**src/design/rcdid_pkg.sv**
```systemverilog
// Package for the RGB565 cached delta image decoder.
// Holds the shared pixel and emit descriptor types, opcode codes and sizes.
// No dependencies.
package rcdid_pkg;

   localparam int unsigned DEF_MAX_PIXELS = 16777216;
   localparam int CFG_W = 25;
   localparam int RUN_W = 6;
   localparam int IDX_W = 6;
   localparam int CACHE_DEPTH = 64;

   localparam logic [7:0] OP_RGB = 8'hFE;
   localparam logic [7:0] OP_RGBA = 8'hFF;

   localparam logic [1:0] TAG_INDEX = 2'b00;
   localparam logic [1:0] TAG_DIFF = 2'b01;
   localparam logic [1:0] TAG_LUMA = 2'b10;
   localparam logic [1:0] TAG_RUN = 2'b11;

   typedef enum logic [1:0] {
      PEND_NONE,
      PEND_RGB,
      PEND_RGBA,
      PEND_LUMA
   } pend_type;

   typedef struct packed {
      logic [4:0] red;
      logic [5:0] green;
      logic [4:0] blue;
      logic [7:0] alpha;
   } pixel_type;

   typedef struct packed {
      pixel_type pix;
      logic [RUN_W-1:0] count;
      logic image_end;
   } emit_type;

   localparam pixel_type RESET_PIXEL = '{red: 5'd0, green: 6'd0, blue: 5'd0, alpha: 8'hFF};

endpackage

```
**src/design/rgb565_cached_delta_image_decoder.sv**
```systemverilog
// Top level of the RGB565 cached delta image decoder.
// Holds the color cache memory and the decode stage; uses rcdid_emit and rcdid_pkg.
//
// Usage: compressed payload bytes enter on the req_ channel, one per transaction,
// with req_first_byte marking the start of an image and req_last_byte the end.
// RGBA pixels leave on the rsp_ channel, one per transaction. csr_pixel_total
// sets the image size; the user must write it with csr_write_enable only while
// the block idles; the block does not enforce this. An accepted byte and its cache
// read are registered in the decode stage, and its first pixel is registered in
// the emitter and offered on rsp_valid. One byte is taken per cycle unless the
// emitter is busy; a run byte occupies the emitter for n+1 pixels, one pixel per
// cycle while rsp_ready is high, and the next bytes wait in the decode stage
// meanwhile. Bytes with no pixel pass the decode stage even while the output stalls.
// The cache memory, with one read port, one write port and a forwarding register,
// sustains one read and one write per cycle.
// Reset sets the colour to opaque black, clears the pending opcode, pixel count and
// all cache valid bits, and sets the pixel total to one; no clearing sweep is
// needed. When rsp_ready is low, the pixel on the output holds, then the decode
// stage fills and req_ready drops.
module rgb565_cached_delta_image_decoder #(
   parameter int unsigned MAX_PIXELS = rcdid_pkg::DEF_MAX_PIXELS
) (
   input  logic                        clock,
   input  logic                        reset,
   input  logic                        req_valid,
   output logic                        req_ready,
   input  logic [7:0]                  req_payload_byte,
   input  logic                        req_first_byte,
   input  logic                        req_last_byte,
   output logic                        rsp_valid,
   input  logic                        rsp_ready,
   output logic [7:0]                  rsp_red,
   output logic [7:0]                  rsp_green,
   output logic [7:0]                  rsp_blue,
   output logic [7:0]                  rsp_alpha,
   output logic                        rsp_run_end,
   output logic                        rsp_image_end,
   input  logic                        csr_write_enable,
   input  logic [rcdid_pkg::CFG_W-1:0] csr_pixel_total
);

   localparam int IDX_W = rcdid_pkg::IDX_W;
   localparam int RUN_W = rcdid_pkg::RUN_W;
   localparam int CNT_W = ($clog2(MAX_PIXELS + 1) > RUN_W) ? $clog2(MAX_PIXELS + 1) : RUN_W;

   function automatic logic [IDX_W-1:0] cache_hash(input rcdid_pkg::pixel_type p);
      logic [7:0] sum;
      sum = 8'(8'(p.red) * 8'd7) + 8'(8'(p.green) * 8'd5) + 8'(8'(p.blue) * 8'd3);
      return sum[IDX_W-1:0];
   endfunction

   // Configuration.
   logic [rcdid_pkg::CFG_W-1:0] total_ff;
   logic [CNT_W-1:0]            limit;

   always_ff @(posedge clock) begin
      if (reset) begin
         total_ff <= rcdid_pkg::CFG_W'(1);
      end else if (csr_write_enable) begin
         total_ff <= csr_pixel_total;
      end
   end

   assign limit = (total_ff > rcdid_pkg::CFG_W'(MAX_PIXELS)) ? CNT_W'(MAX_PIXELS)
                                                            : CNT_W'(total_ff);

   // Decode stage register.
   logic       ex_valid_ff;
   logic [7:0] ex_byte_ff;
   logic       ex_first_ff;
   logic       ex_last_ff;
   logic       ex_fire;
   logic       req_accept;

   assign req_ready = !ex_valid_ff || ex_fire;
   assign req_accept = req_valid && req_ready;

   always_ff @(posedge clock) begin
      if (reset) begin
         ex_valid_ff <= 1'b0;
      end else if (req_ready) begin
         ex_valid_ff <= req_valid;
      end
      if (req_accept) begin
         ex_byte_ff <= req_payload_byte;
         ex_first_ff <= req_first_byte;
         ex_last_ff <= req_last_byte;
      end
   end

   // Color cache memory with valid bits and a forwarding register.
   rcdid_pkg::pixel_type         cache_mem [rcdid_pkg::CACHE_DEPTH];
   rcdid_pkg::pixel_type         mem_q_ff;
   rcdid_pkg::pixel_type         fwd_data_ff;
   logic                         fwd_hit_ff;
   logic [rcdid_pkg::CACHE_DEPTH-1:0] cvalid_ff, cvalid_in;
   logic                         cache_we;
   logic [IDX_W-1:0]             wr_addr;
   rcdid_pkg::pixel_type         wr_data;
   rcdid_pkg::pixel_type         cache_entry;

   always_ff @(posedge clock) begin
      if (cache_we) begin
         cache_mem[wr_addr] <= wr_data;
      end
      if (req_accept) begin
         mem_q_ff <= cache_mem[req_payload_byte[IDX_W-1:0]];
         fwd_data_ff <= wr_data;
         fwd_hit_ff <= cache_we && (wr_addr == req_payload_byte[IDX_W-1:0]);
      end
   end

   always_comb begin
      cvalid_in = cvalid_ff;
      if (ex_fire && ex_first_ff) begin
         cvalid_in = '0;
      end
      if (cache_we) begin
         cvalid_in[wr_addr] = 1'b1;
      end
   end

   always_ff @(posedge clock) begin
      if (reset) begin
         cvalid_ff <= '0;
      end else begin
         cvalid_ff <= cvalid_in;
      end
   end

   always_comb begin
      if (ex_first_ff || !cvalid_ff[ex_byte_ff[IDX_W-1:0]]) begin
         cache_entry = '0;
      end else if (fwd_hit_ff) begin
         cache_entry = fwd_data_ff;
      end else begin
         cache_entry = mem_q_ff;
      end
   end

   // Decoder state.
   rcdid_pkg::pixel_type cur_ff, cur_in;
   rcdid_pkg::pend_type  pend_ff, pend_in;
   logic [1:0]           pcnt_ff, pcnt_in;
   logic [7:0]           lo_ff, lo_in;
   logic [7:0]           hi_ff, hi_in;
   logic [5:0]           op_ff, op_in;
   logic [CNT_W-1:0]     done_ff, done_in;

   rcdid_pkg::pixel_type eff_pix;
   rcdid_pkg::pend_type  eff_kind;
   logic [1:0]           eff_cnt;
   logic [CNT_W-1:0]     eff_done;
   logic                 active;
   logic [1:0]           tag;
   logic [RUN_W-1:0]     count;
   logic [CNT_W-1:0]     remaining;
   logic                 reach_end;
   logic [RUN_W-1:0]     emitted;
   logic                 need_emit;
   logic                 emit_ready;
   rcdid_pkg::emit_type  desc;
   logic [5:0]           vg;

   assign eff_pix = ex_first_ff ? rcdid_pkg::RESET_PIXEL : cur_ff;
   assign eff_kind = ex_first_ff ? rcdid_pkg::PEND_NONE : pend_ff;
   assign eff_cnt = ex_first_ff ? 2'd0 : pcnt_ff;
   assign eff_done = ex_first_ff ? '0 : done_ff;
   assign active = eff_done < limit;
   assign tag = ex_byte_ff[7:6];
   assign vg = op_ff - 6'd32;

   // Pending opcode next state.
   always_comb begin
      pend_in = eff_kind;
      pcnt_in = eff_cnt;
      unique case (eff_kind)
         rcdid_pkg::PEND_RGB: begin
            if (eff_cnt == 2'd0) begin
               pcnt_in = 2'd1;
            end else begin
               pend_in = rcdid_pkg::PEND_NONE;
               pcnt_in = 2'd0;
            end
         end
         rcdid_pkg::PEND_RGBA: begin
            if (eff_cnt == 2'd0) begin
               pcnt_in = 2'd1;
            end else if (eff_cnt == 2'd1) begin
               pcnt_in = 2'd2;
            end else begin
               pend_in = rcdid_pkg::PEND_NONE;
               pcnt_in = 2'd0;
            end
         end
         rcdid_pkg::PEND_LUMA: begin
            pend_in = rcdid_pkg::PEND_NONE;
            pcnt_in = 2'd0;
         end
         rcdid_pkg::PEND_NONE: begin
            pcnt_in = 2'd0;
            if (ex_byte_ff == rcdid_pkg::OP_RGB) begin
               pend_in = rcdid_pkg::PEND_RGB;
            end else if (ex_byte_ff == rcdid_pkg::OP_RGBA) begin
               pend_in = rcdid_pkg::PEND_RGBA;
            end else if (tag == rcdid_pkg::TAG_LUMA) begin
               pend_in = rcdid_pkg::PEND_LUMA;
            end
         end
      endcase
      if (ex_last_ff) begin
         pend_in = rcdid_pkg::PEND_NONE;
         pcnt_in = 2'd0;
      end
      if (!active) begin
         pend_in = eff_kind;
         pcnt_in = eff_cnt;
      end
   end

   // Color datapath and pixel count.
   always_comb begin
      cur_in = eff_pix;
      count = '0;
      lo_in = lo_ff;
      hi_in = hi_ff;
      op_in = op_ff;
      case (eff_kind)
         rcdid_pkg::PEND_RGB, rcdid_pkg::PEND_RGBA: begin
            if (eff_cnt == 2'd0) begin
               lo_in = ex_byte_ff;
            end else if (eff_cnt == 2'd1) begin
               hi_in = ex_byte_ff;
               if (eff_kind == rcdid_pkg::PEND_RGB) begin
                  cur_in.blue = lo_ff[4:0];
                  cur_in.green = {ex_byte_ff[2:0], lo_ff[7:5]};
                  cur_in.red = ex_byte_ff[7:3];
                  count = RUN_W'(1);
               end
            end else begin
               cur_in.blue = lo_ff[4:0];
               cur_in.green = {hi_ff[2:0], lo_ff[7:5]};
               cur_in.red = hi_ff[7:3];
               cur_in.alpha = ex_byte_ff;
               count = RUN_W'(1);
            end
         end
         rcdid_pkg::PEND_LUMA: begin
            cur_in.green = eff_pix.green + vg;
            cur_in.red = eff_pix.red + vg[4:0] - 5'd8 + {1'b0, ex_byte_ff[3:0]};
            cur_in.blue = eff_pix.blue + vg[4:0] - 5'd8 + {1'b0, ex_byte_ff[7:4]};
            count = RUN_W'(1);
         end
         default: begin
            if (ex_byte_ff != rcdid_pkg::OP_RGB && ex_byte_ff != rcdid_pkg::OP_RGBA) begin
               case (tag)
                  rcdid_pkg::TAG_INDEX: begin
                     cur_in = cache_entry;
                     count = RUN_W'(1);
                  end
                  rcdid_pkg::TAG_DIFF: begin
                     cur_in.red = eff_pix.red + {3'b000, ex_byte_ff[1:0]} - 5'd2;
                     cur_in.green = eff_pix.green + {4'b0000, ex_byte_ff[3:2]} - 6'd2;
                     cur_in.blue = eff_pix.blue + {3'b000, ex_byte_ff[5:4]} - 5'd2;
                     count = RUN_W'(1);
                  end
                  rcdid_pkg::TAG_LUMA: begin
                     op_in = ex_byte_ff[5:0];
                  end
                  default: begin
                     count = ex_byte_ff[5:0] + RUN_W'(1);
                  end
               endcase
            end
         end
      endcase
      if (!active) begin
         cur_in = eff_pix;
         count = '0;
      end
   end

   assign remaining = limit - eff_done;
   assign reach_end = CNT_W'(count) >= remaining;
   assign emitted = reach_end ? remaining[RUN_W-1:0] : count;
   assign need_emit = (count != '0);
   assign done_in = eff_done + CNT_W'(emitted);

   assign ex_fire = ex_valid_ff && (!need_emit || emit_ready);
   assign cache_we = ex_fire && need_emit;
   assign wr_addr = cache_hash(cur_in);
   assign wr_data = cur_in;

   assign desc.pix = cur_in;
   assign desc.count = emitted;
   assign desc.image_end = reach_end;

   always_ff @(posedge clock) begin
      if (reset) begin
         cur_ff <= rcdid_pkg::RESET_PIXEL;
         pend_ff <= rcdid_pkg::PEND_NONE;
         pcnt_ff <= 2'd0;
         done_ff <= '0;
      end else if (ex_fire) begin
         cur_ff <= cur_in;
         pend_ff <= pend_in;
         pcnt_ff <= pcnt_in;
         done_ff <= done_in;
      end
      if (ex_fire) begin
         lo_ff <= lo_in;
         hi_ff <= hi_in;
         op_ff <= op_in;
      end
   end

   rcdid_emit u_emit (
      .clock         (clock),
      .reset         (reset),
      .load_valid    (ex_valid_ff && need_emit),
      .load_ready    (emit_ready),
      .load_desc     (desc),
      .rsp_valid     (rsp_valid),
      .rsp_ready     (rsp_ready),
      .rsp_red       (rsp_red),
      .rsp_green     (rsp_green),
      .rsp_blue      (rsp_blue),
      .rsp_alpha     (rsp_alpha),
      .rsp_run_end   (rsp_run_end),
      .rsp_image_end (rsp_image_end)
   );

   a_accept_loads: assert property (@(posedge clock) disable iff (reset)
      req_accept |=> ex_valid_ff)
      else $error("accepted transaction missing from the decode stage");

   a_clear_valid: assert property (@(posedge clock) disable iff (reset)
      (ex_fire && ex_first_ff) |=> ($countones(cvalid_ff) <= 1))
      else $error("cache valid bits survived an image start");

   a_stall_holds_count: assert property (@(posedge clock) disable iff (reset)
      (ex_valid_ff && !ex_fire) |=> $stable(done_ff))
      else $error("pixel count moved while the decode stage stalled");

endmodule

```
**src/design/rcdid_emit.sv**
```systemverilog
// Pixel emitter and output register of the image decoder.
// Replays one color for a run of pixels, one per response transaction.
// Depends on rcdid_pkg.
module rcdid_emit (
   input  logic                clock,
   input  logic                reset,
   input  logic                load_valid,
   output logic                load_ready,
   input  rcdid_pkg::emit_type load_desc,
   output logic                rsp_valid,
   input  logic                rsp_ready,
   output logic [7:0]          rsp_red,
   output logic [7:0]          rsp_green,
   output logic [7:0]          rsp_blue,
   output logic [7:0]          rsp_alpha,
   output logic                rsp_run_end,
   output logic                rsp_image_end
);

   logic                        valid_ff, valid_in;
   logic [rcdid_pkg::RUN_W-1:0] cnt_ff, cnt_in;
   logic                        end_ff, end_in;
   rcdid_pkg::pixel_type        pix_ff, pix_in;
   logic                        last_pix;

   assign last_pix = (cnt_ff == rcdid_pkg::RUN_W'(1));
   assign load_ready = !valid_ff || (rsp_ready && last_pix);

   always_comb begin
      valid_in = valid_ff;
      cnt_in = cnt_ff;
      end_in = end_ff;
      pix_in = pix_ff;
      if (load_valid && load_ready) begin
         valid_in = 1'b1;
         cnt_in = load_desc.count;
         end_in = load_desc.image_end;
         pix_in = load_desc.pix;
      end else if (valid_ff && rsp_ready) begin
         cnt_in = cnt_ff - rcdid_pkg::RUN_W'(1);
         if (last_pix) begin
            valid_in = 1'b0;
         end
      end
   end

   always_ff @(posedge clock) begin
      if (reset) begin
         valid_ff <= 1'b0;
      end else begin
         valid_ff <= valid_in;
      end
      cnt_ff <= cnt_in;
      end_ff <= end_in;
      pix_ff <= pix_in;
   end

   assign rsp_valid = valid_ff;
   assign rsp_red = {pix_ff.red, 3'b000};
   assign rsp_green = {pix_ff.green, 2'b00};
   assign rsp_blue = {pix_ff.blue, 3'b000};
   assign rsp_alpha = pix_ff.alpha;
   assign rsp_run_end = last_pix;
   assign rsp_image_end = end_ff && last_pix;

   a_count_nonzero: assert property (@(posedge clock) disable iff (reset)
      valid_ff |-> (cnt_ff != '0))
      else $error("emitter holds a run of zero pixels");

   a_image_end_last: assert property (@(posedge clock) disable iff (reset)
      (rsp_valid && rsp_image_end) |-> rsp_run_end)
      else $error("image end flagged before the last pixel of a run");

   a_load_shows: assert property (@(posedge clock) disable iff (reset)
      (load_valid && load_ready) |=> rsp_valid)
      else $error("loaded run did not reach the output");

endmodule

```
**config.mk**
```make
export PLATFORM = sky130hd
export DESIGN_NAME = rgb565_cached_delta_image_decoder
export DESIGN_NICKNAME = d
export VERILOG_FILES = /design/src/design/rcdid_pkg.sv /design/src/design/rgb565_cached_delta_image_decoder.sv /design/src/design/rcdid_emit.sv
export SDC_FILE = /design/constraint.sdc
export NUM_CORES = 2
export LEC_CHECK = 0
export ABC_AREA = 1
export BUFFER_PORTS_ARGS = -buffer_cell sky130_fd_sc_hd__buf_2
export CELL_PAD_IN_SITES_DETAIL_PLACEMENT = 1
export CELL_PAD_IN_SITES_GLOBAL_PLACEMENT = 2
export CORE_AREA = 2 2 443 401
export CTS_CLUSTER_DIAMETER = 40
export DETAILED_ROUTE_END_ITERATION = 8
export DIE_AREA = 0 0 445 403
export PLACE_DENSITY = 0.75
export RECOVER_POWER = 100
export SYNTH_ARGS = -nofsm -noshare
export SYNTH_HDL_FRONTEND = slang
export SYNTH_SLANG_ARGS = --single-unit
```
**constraint.sdc**
```tcl
create_clock -name clock -period 13.2 [get_ports clock]
set_input_delay 1.98 -clock clock [delete_from_list [all_inputs] [get_ports clock]]
set_output_delay 1.98 -clock clock [all_outputs]
set_load 0.01 [all_outputs]
```
==> key figures <==
Worst setup path
  – CP Capture Type: flop
  – WP data required: 13960 ps
  – WP data arrival: 12770 ps
  – CP Launch Type: primary input
  – WS Path Type: primary input to flop
  – Max FO, Critical Path: 74

Logic synthesis
  – Cells after synthesis: around 6600
  – FFs w/ async S/R, synth: 0%
  – Number of enable flip-flop cells after synthesis: 1648
  – Synth Warn #: 0
  – Sequential area share after synthesis: a little under 70%
  – Syn_area_per_cell: 11.5 sq um
  – Yosys cell types: 59
  – Number of synthesized register bits: around 1800
  – Synth Flop Type: edfxtp_1
  – Largest area contributor in the netlist: edfxtp_1
  – Synth top area share: 64.8%
  – Mapped cell area: 76300 sq um
  – Area contributors post-synth: edfxtp_1 65%, o21ai_0 7.2%, nor2_1 5.8%

Min path
  – Worst Hold Class: flop to flop

Floorplanning
  – Die area: 179000 sq um
  – Die height: 403 microns
  – I/O Pins: 76
  – Initial core utilization: a little over two fifths
  – Core Rows: 146
  – Die X: 445 microns
  – Core ar.: between 150000 and 200000 sq um

Timing
  – Final setup violation count: 0
  – RSZ-0062 raised after global routing: no
  – Relative slew slack: -212%
  – Post-route clock period utilization: 91.0%
  – Fin Clk Skew: around 97 ps
  – Fin. Hold Viols: 0
  – WHS: 445 ps
  – Final min period: 12010 ps
  – Max Transition Viols Final: 2096
  – Worst slew pin tran: 4690 ps
  – FMAX: 83.3 MHz
  – Setup TNS: 0 ps

Drt
  – Antenna viol nets, final: 0
  – Via count: 55017
  – Number of DRC markers in iteration 0: 6213
  – Router iterations before antenna repair: 6
  – Via density: roughly 6.0
  – Drt drc: 0
  – Wire per inst: 28.3 microns
  – Wirelength, routed: 260000 microns

Clock tree
  – Number of H-tree levels: 5
  – Clock Path Buffers: 4
  – TritonCTS Buffers: 279
  – CTS tree: yes
  – Root buffer cell: clkbuf_16
  – CTS Hold Bufs: 0
  – Latest clock arrival within the worst-skew pair: 930 ps
  – Reg clk slew, reported paths: around 50 ps
  – Post-cts resize count: 0
  – Post-CTS Setup Bufs: 0
  – Total clock sinks: 1792

Global routing
  – Vias in the first global route: 54898
  – Largest net degree at the start of global routing: approximately 180
  – Global Route Usage Sum: 28.7%
  – Global route overflow: 0
  – Initial antenna violation count: 16
  – First-pass GRT wire length: 380000 microns

Finish
  – Fin area: 87700 sq um
  – Most common cell after layout, fill and taps aside: edfxtp_1
  – Layout area overhead: 14.9%
  – Commonest non-fill, non-tap cells in the layout: 1648 x edfxtp_1, 1174 x nor2_1, 1095 x o21ai_0, 487 x nand2_1, 416 x o22ai_1
  – Final core occ: 50.1%
  – Nets: between 6000 and 7000
  – Layout cell share with drive strength beyond 1: under 10%

Pwr
  – Static Leak: 30.2 nW
  – Pwr dens: 202 nW/um^2
  – Max VDD drop: approximately 430 uV
  – Pwr Total: approximately 18 mW

Place
  – Placed wire-length estimate: between 150000 and 200000 microns
  – GPL Wtd Cong: 0.900
  – Port-buffer cells: 67
  – Cell Area, Placed: 79200 sq um

Run status
  – Status: complete, but fails checks
  – Failing checks: max-capacitance violations, max-slew violations

Flow run
  – Max Cap Viol: 52
-- synth_stat cells, drive strengths merged (86+ instances only) --
master  number
a21oi      201
clkbuf     396
dfxtp      144
edfxtp    1648
ha          86
inv        353
nand2      492
nand3      121
nand4       93
nor2      1185
o21ai     1105
o22ai      416
-- worst max-delay path, stage by stage --
cell and delay, ps:
clkbuf_1 2290, clkbuf_1 2690, clkbuf_1 2760, o21ai_0 440
o22ai_1 370, nor2_1 60, o311ai_0 1200, o211ai_1 670
nand2_1 180
-- final cells by class --
class / instances / area, sq um
multi-input cells: 4048 / 21000
repair buffers: 199 / 1180
fillers: 18014 / 87300
well taps: 2294 / 2870
flip-flops and latches: 1792 / 52400
diodes: 4 / 10.0
clock buffers: 320 / 7300
inverters: 354 / 1350
clock inverters: 160 / 1570
-- flip-flops by register name, indices dropped and copies added (netlist names) --
| name | cells |
|---|---|
| fwd_hit_ff | 1 |
| u_emit.end_ff | 1 |
| lo_ff | 8 |
| cvalid_ff | 64 |
| u_emit.rsp_green | 6 |
| cache_mem | 1536 |
| mem_q_ff | 24 |
| u_emit.rsp_alpha | 8 |
| op_ff | 6 |
| total_ff | 25 |
| ex_byte_ff | 8 |
| hi_ff | 8 |
| u_emit.rsp_valid | 1 |
| ex_valid_ff | 1 |
| cur_ff | 24 |
| fwd_data_ff | 24 |
| ex_last_ff | 1 |
| u_emit.rsp_blue | 5 |
| pend_ff | 2 |
| ex_first_ff | 1 |
| u_emit.cnt_ff | 6 |
| pcnt_ff | 2 |
| u_emit.rsp_red | 5 |
| done_ff | 25 |
-- routing by layer --
metal	part of all wire [%]	vias to the layer above	wire length [microns]	global-route usage [%]
met1	45	28232	116000	42.2
met2	44	2081	115000	43.2
li1	-	24228	-	-
met3	7.5	464	19400	4.94
met5	0.031	-	80	0
met4	3.3	12	8680	9.46
-- final timing paths --
path,startpoint,to,slack (ps),cells after the start
setup / recovery,req_payload_byte[1],mem_q_ff[4],1190,9
hold / removal,done_ff[10],done_ff[10],450,1
setup reg to reg,ex_first_ff,cache_mem[35][3],1650,25
hold reg to reg,done_ff[10],done_ff[10],450,1
-- report_power, final --
group	internal [mW]	switching [mW]
logic	0.654	3.00
registers	6.89	0.0809
clock network	4.40	2.69
-- cell families after synthesis --
kind of cell | Yosys count | share of synthesized area [%]
and+or+nand+nor | 1959 | 10.5
AOI/OAI and AO/OA | 1901 | 13.9
DFF | 1792 | 68.6
buffers and inverters | 799 | 4.04
adders and majority gates | 118 | 2.25
xor gates and xnor gates | 62 | 0.711
other | 1 | 0.00491
-- through the flow --
| step | setup WS, ps | std cells |
|---|---|---|
| finish | 1190 | 9171 |
| floorplan | 2400 | 6639 |
| detailed placement | 2390 | 8687 |
| global route | 966 | 9168 |
| CTS | 2410 | 9167 |
| global placement | 2590 | 8687 |
No activity file was read; power rests on OpenSTA's default activity.
